==> config.mk <==
export PLATFORM = sky130hd
export DESIGN_NAME = redo_log_transaction_controller
export DESIGN_NICKNAME = d
export VERILOG_FILES = /design/src/rtl/core/rltc_pkg.sv /design/src/rtl/core/redo_log_transaction_controller.sv /design/src/rtl/core/rltc_ram.sv /design/src/rtl/core/rltc_dp.sv /design/src/rtl/core/rltc_ctrl.sv
export VERILOG_INCLUDE_DIRS = /design/src /design/src/rtl/core
export SDC_FILE = /design/constraint.sdc
export NUM_CORES = 1
export LEC_CHECK = 0
export BUFFER_PORTS_ARGS = -buffer_cell sky130_fd_sc_hd__buf_2
export CORE_MARGIN = 2
export CORE_UTILIZATION = 40
export DETAILED_ROUTE_END_ITERATION = 10
export PLACE_DENSITY = 0.55
export SETUP_SLACK_MARGIN = 0.1
export SYNTH_ARGS = -nofsm -noshare
export SYNTH_HDL_FRONTEND = slang
export SYNTH_SLANG_ARGS = --single-unit
==> constraint.sdc <==
create_clock -name clk_i -period 15.72 [get_ports clk_i]
set_clock_uncertainty 0.15 [all_clocks]
set_input_delay 3.144 -clock clk_i [delete_from_list [all_inputs] [get_ports clk_i]]
set_output_delay 3.144 -clock clk_i [all_outputs]
set_load 0.1 [all_outputs]
==> src/rtl/core/redo_log_transaction_controller_defines.svh <==
// Assertion macros shared by the RTL. Clock clk_i, reset rst_ni (active low).
`ifndef REDO_LOG_TRANSACTION_CONTROLLER_DEFINES_SVH
`define REDO_LOG_TRANSACTION_CONTROLLER_DEFINES_SVH

`ifndef SYNTHESIS

// Property that must hold at every edge outside reset
`define RLTC_ASSERT(lbl, prop) \
  lbl: assert property (@(posedge clk_i) disable iff (!rst_ni) (prop)) \
    else $error("rltc assertion failed");

// Antecedent at one edge implies consequent at the next
`define RLTC_ASSERT_NEXT(lbl, ante, cons) \
  lbl: assert property (@(posedge clk_i) disable iff (!rst_ni) (ante) |=> (cons)) \
    else $error("rltc assertion failed");

`else

`define RLTC_ASSERT(lbl, prop)
`define RLTC_ASSERT_NEXT(lbl, ante, cons)

`endif

`endif

==> src/rtl/core/rltc_pkg.sv <==
`timescale 1ns / 1ps

package rltc_pkg;

  localparam int unsigned LOG_ENTRIES = 16;
  localparam int unsigned IDX_W = (LOG_ENTRIES > 1) ? $clog2(LOG_ENTRIES) : 1;
  localparam int unsigned CNT_W = $clog2(LOG_ENTRIES + 1);

  localparam int unsigned BLK_W = 24;
  localparam int unsigned CMD_W = 2;
  localparam int unsigned OP_W  = 3;
  localparam int unsigned EIX_W = 5;
  localparam int unsigned STS_W = 2;
  localparam int unsigned REG_W = 1;

  // configuration register indexes
  localparam logic [REG_W-1:0] REG_LOG_START  = 1'b0;
  localparam logic [REG_W-1:0] REG_LOG_REGION = 1'b1;

  // command codes
  localparam logic [CMD_W-1:0] CMD_BEGIN  = 2'd0;
  localparam logic [CMD_W-1:0] CMD_WRITE  = 2'd1;
  localparam logic [CMD_W-1:0] CMD_COMMIT = 2'd2;

  typedef enum logic [OP_W-1:0] {
    OP_ACK     = 3'd0,
    OP_COPY    = 3'd1,
    OP_HCOUNT  = 3'd2,
    OP_HENTRY  = 3'd3,
    OP_INSTALL = 3'd4
  } op_e;

  typedef enum logic [STS_W-1:0] {
    STS_OK    = 2'd0,
    STS_BUSY  = 2'd1,
    STS_BIG   = 2'd2,
    STS_NOTX  = 2'd3
  } status_e;

  // which result the datapath builds
  typedef enum logic [3:0] {
    EM_ACK_OK,
    EM_ACK_BUSY,
    EM_ACK_BIG,
    EM_ACK_NOTX,
    EM_COPY,
    EM_HCOUNT,
    EM_HENTRY,
    EM_INSTALL,
    EM_HCLEAR
  } emit_e;

  typedef enum logic [2:0] {
    ST_IDLE,
    ST_DISP,
    ST_SRCH,
    ST_WLOG,
    ST_HENT,
    ST_INST,
    ST_CLR
  } state_e;

  typedef struct packed {
    logic  load;
    logic  idx_clr;
    logic  idx_inc;
    logic  slot_hit;
    logic  slot_new;
    logic  mem_wr;
    logic  set_tx;
    logic  clr_tx;
    logic  cnt_clr;
    logic  emit;
    emit_e kind;
  } ctrl_cmd_t;

  typedef struct packed {
    logic [CMD_W-1:0] cmd;
    logic             in_tx;
    logic             full;
    logic             cnt_zero;
    logic             hit;
    logic             idx_last;
    logic             out_free;
  } dp_stat_t;

  // log data block for a slot, wraps modulo 2^24
  function automatic logic [BLK_W-1:0] log_block(input logic [BLK_W-1:0] start,
                                                 input logic [IDX_W-1:0] slot);
    log_block = start + BLK_W'(slot) + BLK_W'(1);
  endfunction

endpackage

==> src/rtl/core/redo_log_transaction_controller.sv <==
`timescale 1ns / 1ps
// Channel   Dir  Handshake               Payload
// in        in   in_valid_i/in_ready_o   command_i, home_sector_i
// out       out  out_valid_o/out_ready_i op_kind_o, source_block_o, dest_block_o,
//                                        entry_index_o, status_o, last_o
// cfg       in   cfg_valid_i/cfg_ready_o cfg_index_i, cfg_data_i
//
// One request at a time. An ack comes from dispatch; a logged write runs through
// dispatch, an absorption search over at most all logged entries and the log
// write; a commit walks the table twice. The single registered read port of the
// entry table sets the walk rate, one entry per cycle while results are taken.
// Reset clears the open-transaction flag and entry count. A stalled result holds
// the sequencer; the next request is taken once the last result is registered.

module redo_log_transaction_controller import rltc_pkg::*; (
  input  logic             clk_i,
  input  logic             rst_ni,
  input  logic             in_valid_i,
  output logic             in_ready_o,
  input  logic [CMD_W-1:0] command_i,
  input  logic [BLK_W-1:0] home_sector_i,
  output logic             out_valid_o,
  input  logic             out_ready_i,
  output logic [OP_W-1:0]  op_kind_o,
  output logic [BLK_W-1:0] source_block_o,
  output logic [BLK_W-1:0] dest_block_o,
  output logic [EIX_W-1:0] entry_index_o,
  output logic [STS_W-1:0] status_o,
  output logic             last_o,
  input  logic             cfg_valid_i,
  output logic             cfg_ready_o,
  input  logic [REG_W-1:0] cfg_index_i,
  input  logic [BLK_W-1:0] cfg_data_i
);

  ctrl_cmd_t ctrl;
  dp_stat_t  stat;

  // config writes go straight into the registers, always accepted
  assign cfg_ready_o = 1'b1;

  // sequencer: dispatch, search, log write, header, install, clear
  rltc_ctrl u_ctrl (
    .clk_i      (clk_i),
    .rst_ni     (rst_ni),
    .in_valid_i (in_valid_i),
    .in_ready_o (in_ready_o),
    .stat_i     (stat),
    .ctrl_o     (ctrl)
  );

  // transaction state, entry table, result register
  rltc_dp u_dp (
    .clk_i          (clk_i),
    .rst_ni         (rst_ni),
    .ctrl_i         (ctrl),
    .stat_o         (stat),
    .command_i      (command_i),
    .home_sector_i  (home_sector_i),
    .cfg_valid_i    (cfg_valid_i),
    .cfg_index_i    (cfg_index_i),
    .cfg_data_i     (cfg_data_i),
    .out_valid_o    (out_valid_o),
    .out_ready_i    (out_ready_i),
    .op_kind_o      (op_kind_o),
    .source_block_o (source_block_o),
    .dest_block_o   (dest_block_o),
    .entry_index_o  (entry_index_o),
    .status_o       (status_o),
    .last_o         (last_o)
  );

endmodule

==> src/rtl/core/rltc_ram.sv <==
`timescale 1ns / 1ps

module rltc_ram #(
  parameter int unsigned WIDTH = 24,
  parameter int unsigned DEPTH = 16,
  parameter int unsigned AW    = (DEPTH > 1) ? $clog2(DEPTH) : 1
) (
  input  logic             clk_i,
  input  logic             we_i,
  input  logic [AW-1:0]    waddr_i,
  input  logic [WIDTH-1:0] wdata_i,
  input  logic [AW-1:0]    raddr_i,
  output logic [WIDTH-1:0] rdata_o
);

  logic [WIDTH-1:0] mem [DEPTH];
  logic [WIDTH-1:0] rdata_q;

  always_ff @(posedge clk_i) begin
    if (we_i) begin
      mem[waddr_i] <= wdata_i;
    end
    rdata_q <= mem[raddr_i];
  end

  assign rdata_o = rdata_q;

endmodule

==> src/rtl/core/rltc_dp.sv <==
`timescale 1ns / 1ps
`include "redo_log_transaction_controller_defines.svh"

module rltc_dp import rltc_pkg::*; (
  input  logic             clk_i,
  input  logic             rst_ni,
  input  ctrl_cmd_t        ctrl_i,
  output dp_stat_t         stat_o,
  input  logic [CMD_W-1:0] command_i,
  input  logic [BLK_W-1:0] home_sector_i,
  input  logic             cfg_valid_i,
  input  logic [REG_W-1:0] cfg_index_i,
  input  logic [BLK_W-1:0] cfg_data_i,
  output logic             out_valid_o,
  input  logic             out_ready_i,
  output logic [OP_W-1:0]  op_kind_o,
  output logic [BLK_W-1:0] source_block_o,
  output logic [BLK_W-1:0] dest_block_o,
  output logic [EIX_W-1:0] entry_index_o,
  output logic [STS_W-1:0] status_o,
  output logic             last_o
);

  logic [BLK_W-1:0] start_q, region_q;
  logic [CMD_W-1:0] cmd_q;
  logic [BLK_W-1:0] sector_q;
  logic             in_tx_q, in_tx_d;
  logic [CNT_W-1:0] count_q, count_d;
  logic [IDX_W-1:0] idx_q, idx_d;
  logic [IDX_W-1:0] slot_q;
  logic [BLK_W-1:0] rdata;
  logic             out_free;

  logic             out_valid_q;
  logic [OP_W-1:0]  op_q, op_d;
  logic [BLK_W-1:0] src_q, src_d, dst_q, dst_d;
  logic [EIX_W-1:0] eix_q, eix_d;
  logic [STS_W-1:0] sts_q, sts_d;
  logic             last_q, last_d;

  // config registers
  always_ff @(posedge clk_i or negedge rst_ni) begin
    if (!rst_ni) begin
      start_q  <= '0;
      region_q <= '0;
    end else if (cfg_valid_i) begin
      unique case (cfg_index_i)
        REG_LOG_START:  start_q  <= cfg_data_i;
        REG_LOG_REGION: region_q <= cfg_data_i;
        default: ;
      endcase
    end
  end

  // request latch
  always_ff @(posedge clk_i) begin
    if (ctrl_i.load) begin
      cmd_q    <= command_i;
      sector_q <= home_sector_i;
    end
    if (ctrl_i.slot_hit) begin
      slot_q <= idx_q;
    end else if (ctrl_i.slot_new) begin
      slot_q <= count_q[IDX_W-1:0];
    end
  end

  always_comb begin
    idx_d = idx_q;
    if (ctrl_i.idx_clr) begin
      idx_d = '0;
    end else if (ctrl_i.idx_inc) begin
      idx_d = idx_q + IDX_W'(1);
    end
  end

  always_comb begin
    in_tx_d = in_tx_q;
    if (ctrl_i.set_tx) begin
      in_tx_d = 1'b1;
    end else if (ctrl_i.clr_tx) begin
      in_tx_d = 1'b0;
    end
  end

  always_comb begin
    count_d = count_q;
    if (ctrl_i.cnt_clr) begin
      count_d = '0;
    end else if (ctrl_i.mem_wr && (CNT_W'(slot_q) == count_q)) begin
      count_d = count_q + CNT_W'(1);
    end
  end

  always_ff @(posedge clk_i or negedge rst_ni) begin
    if (!rst_ni) begin
      in_tx_q <= 1'b0;
      count_q <= '0;
      idx_q   <= '0;
    end else begin
      in_tx_q <= in_tx_d;
      count_q <= count_d;
      idx_q   <= idx_d;
    end
  end

  // entry table; read address follows the next index so data lines up with idx_q
  rltc_ram #(
    .WIDTH (BLK_W),
    .DEPTH (LOG_ENTRIES)
  ) u_entries (
    .clk_i   (clk_i),
    .we_i    (ctrl_i.mem_wr),
    .waddr_i (slot_q),
    .wdata_i (sector_q),
    .raddr_i (idx_d),
    .rdata_o (rdata)
  );

  assign out_free = !out_valid_q || out_ready_i;

  assign stat_o.cmd      = cmd_q;
  assign stat_o.in_tx    = in_tx_q;
  assign stat_o.full     = (count_q >= CNT_W'(LOG_ENTRIES)) ||
                           ((BLK_W + 1)'(count_q) + (BLK_W + 1)'(1) >=
                            (BLK_W + 1)'(region_q));
  assign stat_o.cnt_zero = (count_q == '0);
  assign stat_o.hit      = (rdata == sector_q);
  assign stat_o.idx_last = ((CNT_W'(idx_q) + CNT_W'(1)) == count_q);
  assign stat_o.out_free = out_free;

  // result builder
  always_comb begin
    op_d   = OP_ACK;
    src_d  = '0;
    dst_d  = '0;
    eix_d  = '0;
    sts_d  = STS_OK;
    last_d = 1'b0;
    unique case (ctrl_i.kind)
      EM_ACK_OK: begin
        last_d = 1'b1;
      end
      EM_ACK_BUSY: begin
        sts_d  = STS_BUSY;
        last_d = 1'b1;
      end
      EM_ACK_BIG: begin
        sts_d  = STS_BIG;
        last_d = 1'b1;
      end
      EM_ACK_NOTX: begin
        sts_d  = STS_NOTX;
        last_d = 1'b1;
      end
      EM_COPY: begin
        op_d   = OP_COPY;
        src_d  = sector_q;
        dst_d  = log_block(start_q, slot_q);
        eix_d  = EIX_W'(slot_q);
        last_d = 1'b1;
      end
      EM_HCOUNT: begin
        op_d  = OP_HCOUNT;
        dst_d = start_q;
        eix_d = EIX_W'(count_q);
      end
      EM_HENTRY: begin
        op_d  = OP_HENTRY;
        dst_d = rdata;
        eix_d = EIX_W'(idx_q);
      end
      EM_INSTALL: begin
        op_d  = OP_INSTALL;
        src_d = log_block(start_q, idx_q);
        dst_d = rdata;
        eix_d = EIX_W'(idx_q);
      end
      EM_HCLEAR: begin
        op_d   = OP_HCOUNT;
        dst_d  = start_q;
        last_d = 1'b1;
      end
      default: ;
    endcase
  end

  always_ff @(posedge clk_i or negedge rst_ni) begin
    if (!rst_ni) begin
      out_valid_q <= 1'b0;
    end else if (ctrl_i.emit) begin
      out_valid_q <= 1'b1;
    end else if (out_ready_i) begin
      out_valid_q <= 1'b0;
    end
  end

  always_ff @(posedge clk_i) begin
    if (ctrl_i.emit) begin
      op_q   <= op_d;
      src_q  <= src_d;
      dst_q  <= dst_d;
      eix_q  <= eix_d;
      sts_q  <= sts_d;
      last_q <= last_d;
    end
  end

  assign out_valid_o    = out_valid_q;
  assign op_kind_o      = op_q;
  assign source_block_o = src_q;
  assign dest_block_o   = dst_q;
  assign entry_index_o  = eix_q;
  assign status_o       = sts_q;
  assign last_o         = last_q;

  `RLTC_ASSERT(a_count_bound, count_q <= CNT_W'(LOG_ENTRIES))
  `RLTC_ASSERT(a_wr_in_tx, !ctrl_i.mem_wr || in_tx_q)
  `RLTC_ASSERT(a_emit_free, !ctrl_i.emit || out_free)

endmodule

==> src/rtl/core/rltc_ctrl.sv <==
`timescale 1ns / 1ps
`include "redo_log_transaction_controller_defines.svh"

module rltc_ctrl import rltc_pkg::*; (
  input  logic      clk_i,
  input  logic      rst_ni,
  input  logic      in_valid_i,
  output logic      in_ready_o,
  input  dp_stat_t  stat_i,
  output ctrl_cmd_t ctrl_o
);

  state_e state_q, state_d;

  always_ff @(posedge clk_i or negedge rst_ni) begin
    if (!rst_ni) begin
      state_q <= ST_IDLE;
    end else begin
      state_q <= state_d;
    end
  end

  // next state
  always_comb begin
    state_d = state_q;
    unique case (state_q)
      ST_IDLE: begin
        if (in_valid_i) state_d = ST_DISP;
      end
      ST_DISP: begin
        unique case (stat_i.cmd)
          CMD_WRITE: begin
            if (stat_i.full || !stat_i.in_tx) begin
              if (stat_i.out_free) state_d = ST_IDLE;
            end else if (stat_i.cnt_zero) begin
              state_d = ST_WLOG;
            end else begin
              state_d = ST_SRCH;
            end
          end
          CMD_COMMIT: begin
            if (stat_i.out_free) state_d = stat_i.cnt_zero ? ST_IDLE : ST_HENT;
          end
          default: begin
            if (stat_i.out_free) state_d = ST_IDLE;
          end
        endcase
      end
      ST_SRCH: begin
        if (stat_i.hit || stat_i.idx_last) state_d = ST_WLOG;
      end
      ST_WLOG: begin
        if (stat_i.out_free) state_d = ST_IDLE;
      end
      ST_HENT: begin
        if (stat_i.out_free && stat_i.idx_last) state_d = ST_INST;
      end
      ST_INST: begin
        if (stat_i.out_free && stat_i.idx_last) state_d = ST_CLR;
      end
      ST_CLR: begin
        if (stat_i.out_free) state_d = ST_IDLE;
      end
      default: state_d = ST_IDLE;
    endcase
  end

  // outputs
  always_comb begin
    ctrl_o     = '0;
    ctrl_o.kind = EM_ACK_OK;
    in_ready_o = 1'b0;
    unique case (state_q)
      ST_IDLE: begin
        in_ready_o  = 1'b1;
        ctrl_o.load = in_valid_i;
      end
      ST_DISP: begin
        unique case (stat_i.cmd)
          CMD_BEGIN: begin
            ctrl_o.emit   = stat_i.out_free;
            ctrl_o.kind   = stat_i.in_tx ? EM_ACK_BUSY : EM_ACK_OK;
            ctrl_o.set_tx = stat_i.out_free && !stat_i.in_tx;
          end
          CMD_WRITE: begin
            if (stat_i.full) begin
              ctrl_o.emit = stat_i.out_free;
              ctrl_o.kind = EM_ACK_BIG;
            end else if (!stat_i.in_tx) begin
              ctrl_o.emit = stat_i.out_free;
              ctrl_o.kind = EM_ACK_NOTX;
            end else if (stat_i.cnt_zero) begin
              ctrl_o.slot_new = 1'b1;
            end else begin
              ctrl_o.idx_clr = 1'b1;
            end
          end
          CMD_COMMIT: begin
            ctrl_o.emit = stat_i.out_free;
            if (stat_i.cnt_zero) begin
              ctrl_o.kind   = EM_ACK_OK;
              ctrl_o.clr_tx = stat_i.out_free;
            end else begin
              ctrl_o.kind    = EM_HCOUNT;
              ctrl_o.idx_clr = stat_i.out_free;
            end
          end
          default: begin
            ctrl_o.emit = stat_i.out_free;
            ctrl_o.kind = EM_ACK_OK;
          end
        endcase
      end
      ST_SRCH: begin
        if (stat_i.hit) begin
          ctrl_o.slot_hit = 1'b1;
        end else if (stat_i.idx_last) begin
          ctrl_o.slot_new = 1'b1;
        end else begin
          ctrl_o.idx_inc = 1'b1;
        end
      end
      ST_WLOG: begin
        ctrl_o.emit   = stat_i.out_free;
        ctrl_o.kind   = EM_COPY;
        ctrl_o.mem_wr = stat_i.out_free;
      end
      ST_HENT: begin
        ctrl_o.emit    = stat_i.out_free;
        ctrl_o.kind    = EM_HENTRY;
        ctrl_o.idx_clr = stat_i.out_free && stat_i.idx_last;
        ctrl_o.idx_inc = stat_i.out_free && !stat_i.idx_last;
      end
      ST_INST: begin
        ctrl_o.emit    = stat_i.out_free;
        ctrl_o.kind    = EM_INSTALL;
        ctrl_o.idx_inc = stat_i.out_free && !stat_i.idx_last;
      end
      ST_CLR: begin
        ctrl_o.emit    = stat_i.out_free;
        ctrl_o.kind    = EM_HCLEAR;
        ctrl_o.clr_tx  = stat_i.out_free;
        ctrl_o.cnt_clr = stat_i.out_free;
      end
      default: ;
    endcase
  end

  `RLTC_ASSERT_NEXT(a_load_disp, ctrl_o.load, state_q == ST_DISP)
  `RLTC_ASSERT(a_load_idle, !ctrl_o.load || state_q == ST_IDLE)

endmodule

* Yosys cells after proc, flatten, opt, wreduce, memory -nomap -nowiden *
Memories as Yosys holds them, arrays and structs flattened. A register that Yosys moved wholly into a read port is not among the register bits.
Cells that the tools add are included.

storage, ports and cells
  output and inout port bits = 62
  bits of input ports = 56
  memories kept = 1
  flip-flop bits (word level) = 151
  bits in writable memories = 384

memories
  memory              words  bits a word  read ports  clocked after Yosys merged registers in  write ports  line            RTL
  u_dp.u_entries.mem  16     24           1           1                                        1            rltc_ram.sv:16  logic [WIDTH-1:0] mem [DEPTH];

operators by class
  bitwise logic cells = 1
  order comparisons = 2
  equality and inequality tests = 24
  $add $sub $neg = 8
  mux-type cells = 62
  reductions and logical operators = 27

operators with widths
  operator                                                          count
  24-bit one-hot mux with 3 select lines                            1
  24-bit by 1-bit adder with 24-bit output (second input constant)  2
  24-bit by 4-bit adder with 24-bit output                          2
  24-bit one-hot mux with 2 select lines                            1
  1-bit two-way mux                                                 31
  5-bit one-hot mux with 3 select lines                             2
  3-bit two-way mux                                                 9
  25-bit by 24-bit >= comparator with 1-bit output                  1
  5-bit one-hot mux with 5 select lines                             1
  24-bit == test                                                    1
  5-bit two-way mux                                                 4
  3-bit one-hot mux with 6 select lines                             1
  4-bit by 3-bit == test with 1-bit output (second input constant)  4
  4-bit two-way mux                                                 4
  3-bit one-hot mux with 4 select lines                             1
  1-bit one-hot mux with 2 select lines                             5
  3-bit == test (second input constant)                             3
  4-bit by 2-bit == test with 1-bit output (second input constant)  2
  2-bit nonzero test                                                4
  2-bit OR reduction                                                4
  5-bit by 1-bit adder with 6-bit output (second input constant)    1
  3-bit by 2-bit == test with 1-bit output (second input constant)  2
  2-bit by 1-bit != test with 1-bit output (second input constant)  3
  2-bit one-hot mux with 3 select lines                             1
  25 further kinds                                                  34

* Logic depth before layout (Yosys ltp) *
Gate-level depths: netlist of the first run.

  depth in word-level cells = 9
  gate-level depth with buffers = 16

* Hierarchy *
A second synthesis of the first run with hierarchy kept.

unflattened totals
  cells, all modules = 1,364
  area, all modules = 23,039.6 um^2

modules (own cells, without submodules)
  module                           seq. area each (um^2)  instances  cells each  area each (um^2)
  rltc_ram                         12,011.5               1          636         14,930.6
  rltc_dp                          4,149.0                1          647         7,542.2
  rltc_ctrl                        75.1                   1          79          555.5
  redo_log_transaction_controller  0.0                    1          2           11.3

* Worst setup path before layout of the first run *
Ideal clock, no wire load.

  path type = input to register
  from = input out_ready_i
  to = register u_dp.dst_q[0], in the netlist u_dp.dest_block_o[0] (enable)
  stages = 2
  path slack = 9,368 ps
  setup time = 476 ps
  path buffers = 0
  data required time = 15,094 ps
  arrival = 5,726 ps
  path through = nor2b_1 > nor2_1

RTL lines
  item                  line                                   RTL
  start, declared       redo_log_transaction_controller.sv:23  input logic out_ready_i,
  end signal, assigned  rltc_dp.sv:202                         dst_q <= dst_d;
  end, declared         rltc_dp.sv:36                          logic [BLK_W-1:0] src_q, src_d, dst_q, dst_d;

* Final worst setup path of the first run *
  from = input out_ready_i
  to = register u_dp.u_entries.rdata_q[22], in the netlist u_dp.u_entries.rdata_o[22] (read register of u_dp.u_entries.mem)

on the way
  cells in the longest elaborated chain, start to end = 5

ends and longest elaborated chain
  item                                                                        line                                                  RTL
  1-bit logical OR *                                                          rltc_dp.sv:120                                        assign out_free = !out_valid_q || out_ready_i;
  1-bit two-way mux or 1-bit logical AND (tied branches)                      rltc_ctrl.sv:100, rltc_ctrl.sv:132, rltc_ctrl.sv:137
  1-bit one-hot mux with 2 select lines, on equally long branches             rltc_ctrl.sv:79, rltc_ctrl.sv:73
  1-bit one-hot mux with 2 select lines or 4-bit two-way mux (tied branches)  rltc_ctrl.sv:73, rltc_dp.sv:72
  4-bit two-way mux *                                                         rltc_dp.sv:70                                         if (ctrl_i.idx_clr) begin
  end, declared                                                               rltc_ram.sv:17                                        logic [WIDTH-1:0] rdata_q;

Mark *: on every way between the ends. The rest lies on a longest branch, timed or not.
A chain may end at the register's enable or synchronous reset.

==> results.cfg, run 1 <==
[status]
outcome = completed

[sta]
hold_viol = 0
tightest_slew_ns = 1.153
finalCritPeriodShare_pct = 40.56
slew_headroom_pct = 23.11
clock.fmax_mhz = 156.8
rsz0062_at_grt = no
slew_viol_final = 0
period_needed_ns = 6.377
setup_viol = 0
fin_setup_tns_ns = 0

[grt]
gr-usage-all-layers_pct = 21.22
grt_max_degree = 98
antenna_found_initial = 0
grt_pass1_vias = 16010
overflow = 0
grt_pass1_wl_mm = 101.0

[critical_path]
worstSetupPathType = input port to flip-flop
crit_arrival_ns = 6.77
start_kind = input port
startpoint = out_ready_i
r2r_slack_ns = 10.76
r2r-start = u_dp.sector_q[17]
max_stage_delay_ns = 0.93
cp_cell_sequence = buf_2 > nand2b_1 > nand3b_1 > nand3_1 > o211ai_4 > buf_4 > o21ai_0 > a21oi_4 > buf_4 > nor2b_4 > o211ai_1 > nand3_1
cp_max_fo = 58
critPathBufInv = 3
critPathCaptureType = flip-flop
critPathTopFamily = simple AND/OR/NAND/NOR gates
worstPathRequired_ns = 16.11
worst_path_max_delay_cell = nor2b_4

[cts]
htreeDepth = 2
holdBufCountCts = 0
ctsResizeCount = 0
cts_tree = built
postCtsSetupRepairBufs = 0
clk_path_buf_depth = 3
clk_latency_ns = 0.63
cts_root_buf = clkbuf_16
numCtsBuffers = 61
clkSinkCount = 559
clk_pin_slew_ns = 0.06

[pwr]
p_leak_nw = 10.02
vdd_drop_max_v = 0.0002079
power_density_nw_per_um2 = 215.5

[layout]
layout_common_cells = edfxtp_1, nand2_1, nand3_1
num_antenna_cells = 0
fillers = 5394
fin_nets = 2084
area_growth_pct = 14.76
drive_gt1_share_pct = 20.53
utilization_pct = 46.44
final_common_cell = edfxtp_1

[place]
gp_congestion = 0.8397
dp_hpwl_mm = 41.93
io_buffers = 116

[logic_synthesis]
yosys.area.top_type = edfxtp_1
synth_flop_cell = edfxtp_1
synth-seq-area-share_pct = 66.47
synthSimpleGateAreaFrac_pct = 12.41
synth_cell_types = 72
synth_edf_count = 473
ys_seq_elements = 559
synth_warnings = 0
yosys-top-cells-area = edfxtp_1, dfrtp_1, nand2_1
syn_inst = 1887
synth_mux_area_share_pct = 5.533
synth_area_per_cell_um2 = 12.94
yosys.area.top_type_share_pct = 58.15
synth_nets = 1966
synth.cell_area_um2 = 24420
synth_compound_area_share_pct = 9.006
synthAdderAreaFrac_pct = 1.240
async_flop_share_pct = 11.09
synth_xor_area_share_pct = 2.433
synth_top_family_by_area = simple AND/OR/NAND/NOR gates

[die]
rows = 90
core_area_um2 = 60360
start_util_pct = 40.47
die_y_um = 251.1
io_pins = 118
die_x_um = 251.1
die_area_um2 = 63050

[drt]
vias = 16031
drt-total-wl_mm = 67.37
vias_per_cell = 5.649
drt_pass1_iterations = 6
wl_per_cell_um = 23.74
final_antenna_net_count = 0
drc = 0
drt-initial-drc-count = 1440

[worst_hold_path]
hp-class = flip-flop to flip-flop
worstHoldStart = u_dp.region_q[12]

[run]
drv_cap = 0
flip-flops by register name (all words and copies together), names as in the netlist, 4 cells and up:
name and flops:
u_dp.idx_q 4, u_dp.sector_q 24, u_dp.count_q 5, u_dp.u_entries.mem 384
u_dp.entry_index_o 5, u_dp.slot_q 4, u_dp.u_entries.rdata_o 24, u_dp.dest_block_o 24
u_dp.start_q 24, u_dp.region_q 24, u_dp.source_block_o 24
cells in the mapped netlist (3+ instances only):
library cell  number
nand3_1          168
nand3b_1           3
a221oi_1           4
and3_1            31
xor2_1            41
mux2_2            88
a21o_1             4
or3_1              4
buf_4              5
o21ai_1           37
and2_1             6
nor3_1            34
o211ai_1          68
inv_1             24
clkbuf_1          69
mux2i_1           27
xnor2_1           25
nand4_1           11
nor4_1            14
dfxtp_1           24
ha_1              21
buf_6              5
nand2_1          265
o311ai_1           4
nor2_1            84
buf_2             31
mux2_1             8
a221o_1           24
edfxtp_1         473
o21ai_0           73
or2_2              3
dfrtp_1           62
nand2b_1           7
nor2b_1           11
a22oi_1            5
o211ai_2          21
o311ai_0           7
a21oi_1           20
a31oi_1           27
buf_1             10
cells by family (layout without fill, tap and decap cells):
family | Yosys count | in the layout
simple gates | 654 | 654
flops | 559 | 559
compound gates | 312 | 312
buf+inv | 148 | 317
mux | 123 | 123
xor+xnor | 67 | 67
fa+ha+maj | 23 | 23
other cells | 1 | 1
power breakdown:
| group | switching (mW) | total, mW | leakage [nW] | internal [mW] |
|---|---|---|---|---|
| registers | 0.157 | 2.04 | 5.25 | 1.88 |
| clock network | 0.585 | 1.47 | 1.01 | 0.883 |
| logic | 1.90 | 2.53 | 3.76 | 0.636 |
worst reg2reg max path: cells and delay by family, from the launching register on:
kind                   cells  cell delay (ns)
AO/OA/AOI/OAI              4             0.97
XOR/XNOR                   1             0.21
flip-flops                 1             0.35
AND/OR/NAND/NOR            4             1.95
buffers and inverters      3             1.24
per-layer routing:
metal  GRT usage, %  wire length [µm]  vias to the layer above
met4          7.908              2182                        0
met1          28.30             29180                     8117
met5              0                 0                        -
met3          3.293              3489                      100
met2          35.12             32520                      511
li1               -                 -                     7303
stage by stage:
step	area (µm²)	instances	hold WS, ns	worst slack [ns]	power, mW
after floorplan	24420	1887	0.3201	9.368	3.899
after global placement	25960	2724	0.3345	8.781	4.586
after detailed placement	25960	2724	0.3459	8.741	4.605
after CTS	28030	2838	0.3581	9.365	6.082
after global routing	28030	2838	0.3632	9.088	6.316
final	28030	2838	0.3554	9.343	6.040
area by class of cell:
| cell class | count | area [µm²] | area share (%) |
|---|---|---|---|
| Inverter | 24 | 90.09 | 0.3214 |
| Clock inverter | 23 | 315.3 | 1.125 |
| Tap cell | 782 | 978.4 | 3.491 |
| Sequential cell | 559 | 16240 | 57.92 |
| Clock buffer | 91 | 1750 | 6.245 |
| Timing Repair Buffer | 179 | 1054 | 3.758 |
| Multi-Input combinational cell | 1180 | 7607 | 27.14 |
final timing paths:
path / endpoint / cells past startpoint
worst max-delay path: u_dp.u_entries.rdata_o[22] / 12
worst min-delay path: u_dp.region_q[12] / 1
worst max register to register: u_dp.u_entries.rdata_o[22] / 12
worst min register to register: u_dp.region_q[12] / 1
max in group asynchronous: u_dp.region_q[18] / 2
min in group asynchronous: u_dp.count_q[0] / 2
Power figures use the tool's default switching activity.
==> run 2, diff against run 1 <==
Clock period 15.72 ns to 6.4 ns, I/O delays scaled along.
==> run 2 against run 1 <==
  * Non-clock buffer count down 2
  * First-iteration DRC count up 9.7%
  * Cell area down 0.41%
  * Wire length up 6.5%
  * Cell count down 0.28%
  * Setup slack worse by 7.8 ns
  * Total power up 140%
  * Combinational power up 140%
  * Sequential share of layout area up 0.24 points
  * Core utilization down 0.19 points
  * Clock-buffer cell count down 5
  * Flip-flop and latch count unchanged
  * Critical endpoint is now u_dp.u_entries.rdata_o[8]
==> results.cfg, run 2 (same netlist as run 1, synthesis figures left out) <==
[sta]
rsz0062_at_grt = no
slew_viol_final = 0
setup_viol = 0
fin_setup_tns_ns = 0
clock.fmax_mhz = 204.0
tightest_slew_ns = 1.233
finalCritPeriodShare_pct = 76.61
period_needed_ns = 4.903
hold_viol = 0
slew_headroom_pct = 17.71

[status]
outcome = completed

[grt]
globalRouteMet3Util_pct = 3.727
busiest_layer = met2
met1_usage_pct = 30.96
overflow = 0
grt_pass1_vias = 16117
grt_max_degree = 98
gr-usage-all-layers_pct = 22.63
grt_use_met2_pct = 36.79
grt_pass1_wl_mm = 105.9
antenna_found_initial = 2

[cts]
clkSinkCount = 559
ctsResizeCount = 0
postCtsSetupRepairBufs = 0
cts_tree = built
clk_pin_slew_ns = 0.06
cts_root_buf = clkbuf_16
clk_path_buf_depth = 3
htreeDepth = 2
holdBufCountCts = 0
clk_latency_ns = 0.64
numCtsBuffers = 58

[critical_path]
worstSetupPathType = flip-flop to flip-flop
startpoint = u_dp.sector_q[23]
critPathCaptureType = flip-flop
r2r_slack_ns = 1.50
start_kind = flip-flop
rr_worst_depth = 11
crit_arrival_ns = 5.25
regToRegEndpoint = u_dp.u_entries.rdata_o[8]
cp_max_fo = 32
worstPathRequired_ns = 6.75
r2r-start = u_dp.sector_q[23]

[pwr]
power_density_nw_per_um2 = 525.9
vdd_drop_max_v = 0.0004803
p_leak_nw = 9.962
total_power_mw = 14.68

[drt]
drt-initial-drc-count = 1580
vias = 16246
wl_per_cell_um = 25.34
final_antenna_net_count = 0
drc = 0
drt-total-wl_mm = 71.72
vias_per_cell = 5.741
drt_pass1_iterations = 5

[layout]
area_growth_pct = 14.29
fin_nets = 2079
final_common_cell = edfxtp_1
utilization_pct = 46.25
top_register = u_dp.u_entries.mem
register_area_um2 = 16240
multiInputGateArea_um2 = 7626
largest_reg_flops = 384
fin_cells = 2830
drive_gt1_share_pct = 20.41
num_antenna_cells = 0
fillers = 5430
layout_common_cells = edfxtp_1, nand2_1, nand3_1

[worst_hold_path]
worstHoldStart = u_dp.region_q[9]
hp-class = flip-flop to flip-flop
min_to = u_dp.region_q[9]
whs_path_depth = 1

[run]
drv_cap = 0

[place]
post-place-cells = 2722
dp_hpwl_mm = 44.74
gp_congestion = 0.8533
io_buffers = 116

[die]
start_util_pct = 40.47
die_y_um = 251.1
core_area_um2 = 60360
rows = 90
io_pins = 118
die_x_um = 251.1
die_area_um2 = 63050
-- run 2: where the power goes --
part / total [mW] / internal, mW / switching (mW) / leakage (nW)
registers: 5.09 / 4.62 / 0.475 / 5.25
logic: 6.19 / 1.58 / 4.61 / 3.76
clock network: 3.40 / 1.95 / 1.45 / 0.949
-- run 2: worst max path at each step --
| stage | endpoint | cells after the start |
|---|---|---|
| finish | u_dp.u_entries.rdata_o[8] | 11 |
| global route | u_dp.u_entries.rdata_o[23] | 11 |
| CTS | u_dp.u_entries.rdata_o[8] | 11 |
| detailed placement | u_dp.u_entries.rdata_o[8] | 11 |
| global placement | u_dp.u_entries.rdata_o[22] | 11 |
| floorplan | u_dp.dest_block_o[0] | 11 |
-- run 2: routing by layer --
metal | share of wire, % | vias to the layer above
li1 | - | 7283
met1 | 44 | 8261
met2 | 47 | 584
met3 | 5.8 | 118
met4 | 3.5 | 0
met5 | 0 | -
-- run 2: stage by stage --
stage                     setup slack, ns  hold WS, ns  cell area, µm²
after global placement              1.555       0.3362           25980
final                               1.497       0.3514           27920
after detailed placement            1.456       0.3396           25980
after CTS                           1.435       0.3533           27920
after global routing                1.295       0.3664           27920
after floorplan                     1.355       0.3201           24420
-- run 2: worst max-delay path, cell delays in order (launching register included) --
cell and delay [ns]:
edfxtp_1 0.36, buf_4 0.22, xor2_1 0.19, nor4_1 0.73, nand4_1 0.44, o211ai_4 0.65
buf_4 0.51, mux2i_1 0.19, o21ai_4 0.82, nand3_1 0.15, o211ai_1 0.17, nand3_1 0.13
-- run 2: final cells by class --
type	instances	area share (%)
inverter	24	0.3227
clock buffer	86	6.172
timing repair buffer	177	3.765
multi-input combinational	1180	27.32
clock inverter	22	0.7575
sequential	559	58.16
tap	782	3.505
==> run 3, diff against run 2 <==
Settings changed: PLACE_DENSITY 0.55 to 0.57.
Clock period 6.4 ns to 4.1 ns, I/O delays scaled along.
==> run 3 against run 2 <==
  * Clock power rose by 60%
  * Critical path depth rose by 1
  * Total power rose by 65%
  * Fmax rose by 28%
  * Setup slack got worse by 1.2 ns
  * Flip-flop and latch count did not move
  * Largest power group unchanged
  * First-iteration DRC count rose by 8.1%
  * Sequential power rose by 56%
  * Combinational power rose by 76%
  * Core utilization rose by 1.6 points
  * Cell area rose by 3.4%
  * Die area did not move
==> results.cfg, run 3 (same netlist as run 1, synthesis figures left out) <==
[place]
post-place-cells = 2791
io_buffers = 116
place_ws_ns = 0.1718
gp_congestion = 0.8952
placed_cell_area_um2 = 26820
dp_hpwl_mm = 47.62

[sta]
slew_viol_final = 0
finalCritPeriodShare_pct = 93.35
fin_setup_tns_ns = 0
timing.final.ws_setup_ns = 0.2728
setup_viol = 0
period_needed_ns = 3.827
slew_headroom_pct = 27.46
hold_viol = 0
fin_hold_ws_ns = 0.2220
rsz0062_at_grt = no
tightest_slew_ns = 1.078
clock.fmax_mhz = 261.3

[layout]
fin_cells = 2904
largest_reg_flops = 384
drive_gt1_share_pct = 23.52
fin_nets = 2152
num_antenna_cells = 0
final_common_cell = edfxtp_1
top_register = u_dp.u_entries.mem
area_growth_pct = 18.18
layout_common_cells = edfxtp_1, nand2_1, nand3_1
fin_area_um2 = 28860

[drt]
vias_per_cell = 5.657
drt_pass1_iterations = 6
vias = 16427
drt-initial-drc-count = 1708
drt-total-wl_mm = 71.38
wl_per_cell_um = 24.58
drc = 0
final_antenna_net_count = 0

[cts]
clk_path_buf_depth = 3
holdBufCountCts = 0
cts_tree = built
htreeDepth = 2
clk_latency_ns = 0.63
clk_pin_slew_ns = 0.06
cts_root_buf = clkbuf_16
clkSinkCount = 559
numCtsBuffers = 57

[status]
outcome = completed

[critical_path]
r2r-start = u_dp.count_q[2]
worst_path_max_delay_cell = or4b_1
regToRegEndpoint = u_dp.u_entries.rdata_o[13]
cp_cell_sequence = buf_4 > or4b_1 > and2_1 > nand3_1 > o31ai_4 > a21o_2 > nor2_8 > buf_12 > buf_12 > mux2_2 > o211ai_1 > nand3_1
critPathTopFamily = simple AND/OR/NAND/NOR gates
critPathBufInv = 3
rr_worst_depth = 12
crit_arrival_ns = 4.16
worstSetupPathType = flip-flop to flip-flop
critPathCaptureType = flip-flop
cp_max_fo = 14
r2r_slack_ns = 0.27
start_kind = flip-flop
worstPathRequired_ns = 4.43
max_stage_delay_ns = 0.76

[worst_hold_path]
whs_path_depth = 1
min_to = u_dp.sector_q[13]
worstHoldStart = home_sector_i[13]
hp-class = input port to flip-flop

[die]
die_x_um = 251.1
die_y_um = 251.1
io_pins = 118
start_util_pct = 40.47
rows = 90
core_area_um2 = 60360
die_area_um2 = 63050

[pwr]
power_density_nw_per_um2 = 840.6
p_leak_nw = 10.47
vdd_drop_max_v = 0.0007289

[grt]
overflow = 0
grt_max_degree = 51
gr-usage-all-layers_pct = 22.38
antenna_found_initial = 0
grt_pass1_wl_mm = 105.1
grt_pass1_vias = 16086

[run]
drv_cap = 0
-- run 3: cell count changes in the layout (fill, tap and decap cells not counted), sizes merged --
| cell | change |
|---|---|
| a21oi | +1 |
| nor2 | +1 |
| bufinv | +6 |
| buf | +72 |
| clkbuf | -13 |
| inv | -1 |
| clkinv | +8 |
-- run 3: routing by layer --
metal	vias up	wire length [µm]	GRT usage (%)
met5	-	0	0
met3	121	4976	3.531
met4	0	2745	8.061
li1	7433	-	-
met2	674	33610	36.15
met1	8199	30050	30.70
-- run 3: what timing repair did --
action / CTS / global route
buffers inserted: 0 / 3
setup endpoints to repair: 0 / 33
gates resized for setup: 0 / 4
-- run 3: layout make-up --
cell class | count | area, µm²
Fill cell | 5351 | 31490
Sequential cell | 559 | 16240
Multi-Input combinational cell | 1182 | 7640
Timing Repair Buffer | 249 | 1933
Clock buffer | 73 | 1568
Tap cell | 782 | 978.4
Clock inverter | 35 | 417.9
Inverter | 24 | 90.09
-- run 3: worst max path at each step --
stage	startpoint	endpoint	slack, ns	depth (start not counted)
after global placement	u_dp.region_q[18]	u_dp.u_entries.rdata_o[3]	0.18	11
after detailed placement	u_dp.count_q[0]	u_dp.u_entries.rdata_o[21]	0.17	14
final	u_dp.count_q[2]	u_dp.u_entries.rdata_o[13]	0.27	12
after global routing	u_dp.count_q[2]	u_dp.u_entries.rdata_o[18]	0.14	13
after floorplan	u_dp.out_valid_o	u_dp.u_entries.mem[3][0]	0.46	5
after CTS	u_dp.count_q[0]	u_dp.u_entries.rdata_o[21]	0.15	14
-- run 3: where the power goes --
group / internal [mW] / total, mW / switching [mW]
registers: 7.20 / 7.92 / 0.720
clock network: 3.22 / 5.45 / 2.23
logic: 3.38 / 10.9 / 7.51
total: 13.8 / 24.3 / 10.5
-- run 3: per-stage QoR --
stage	util [%]	power (mW)
after floorplan	-	14.94
after global placement	44.44	18.80
after detailed placement	44.44	18.83
after CTS	47.73	24.32
after global routing	47.82	25.35
final	47.82	24.26
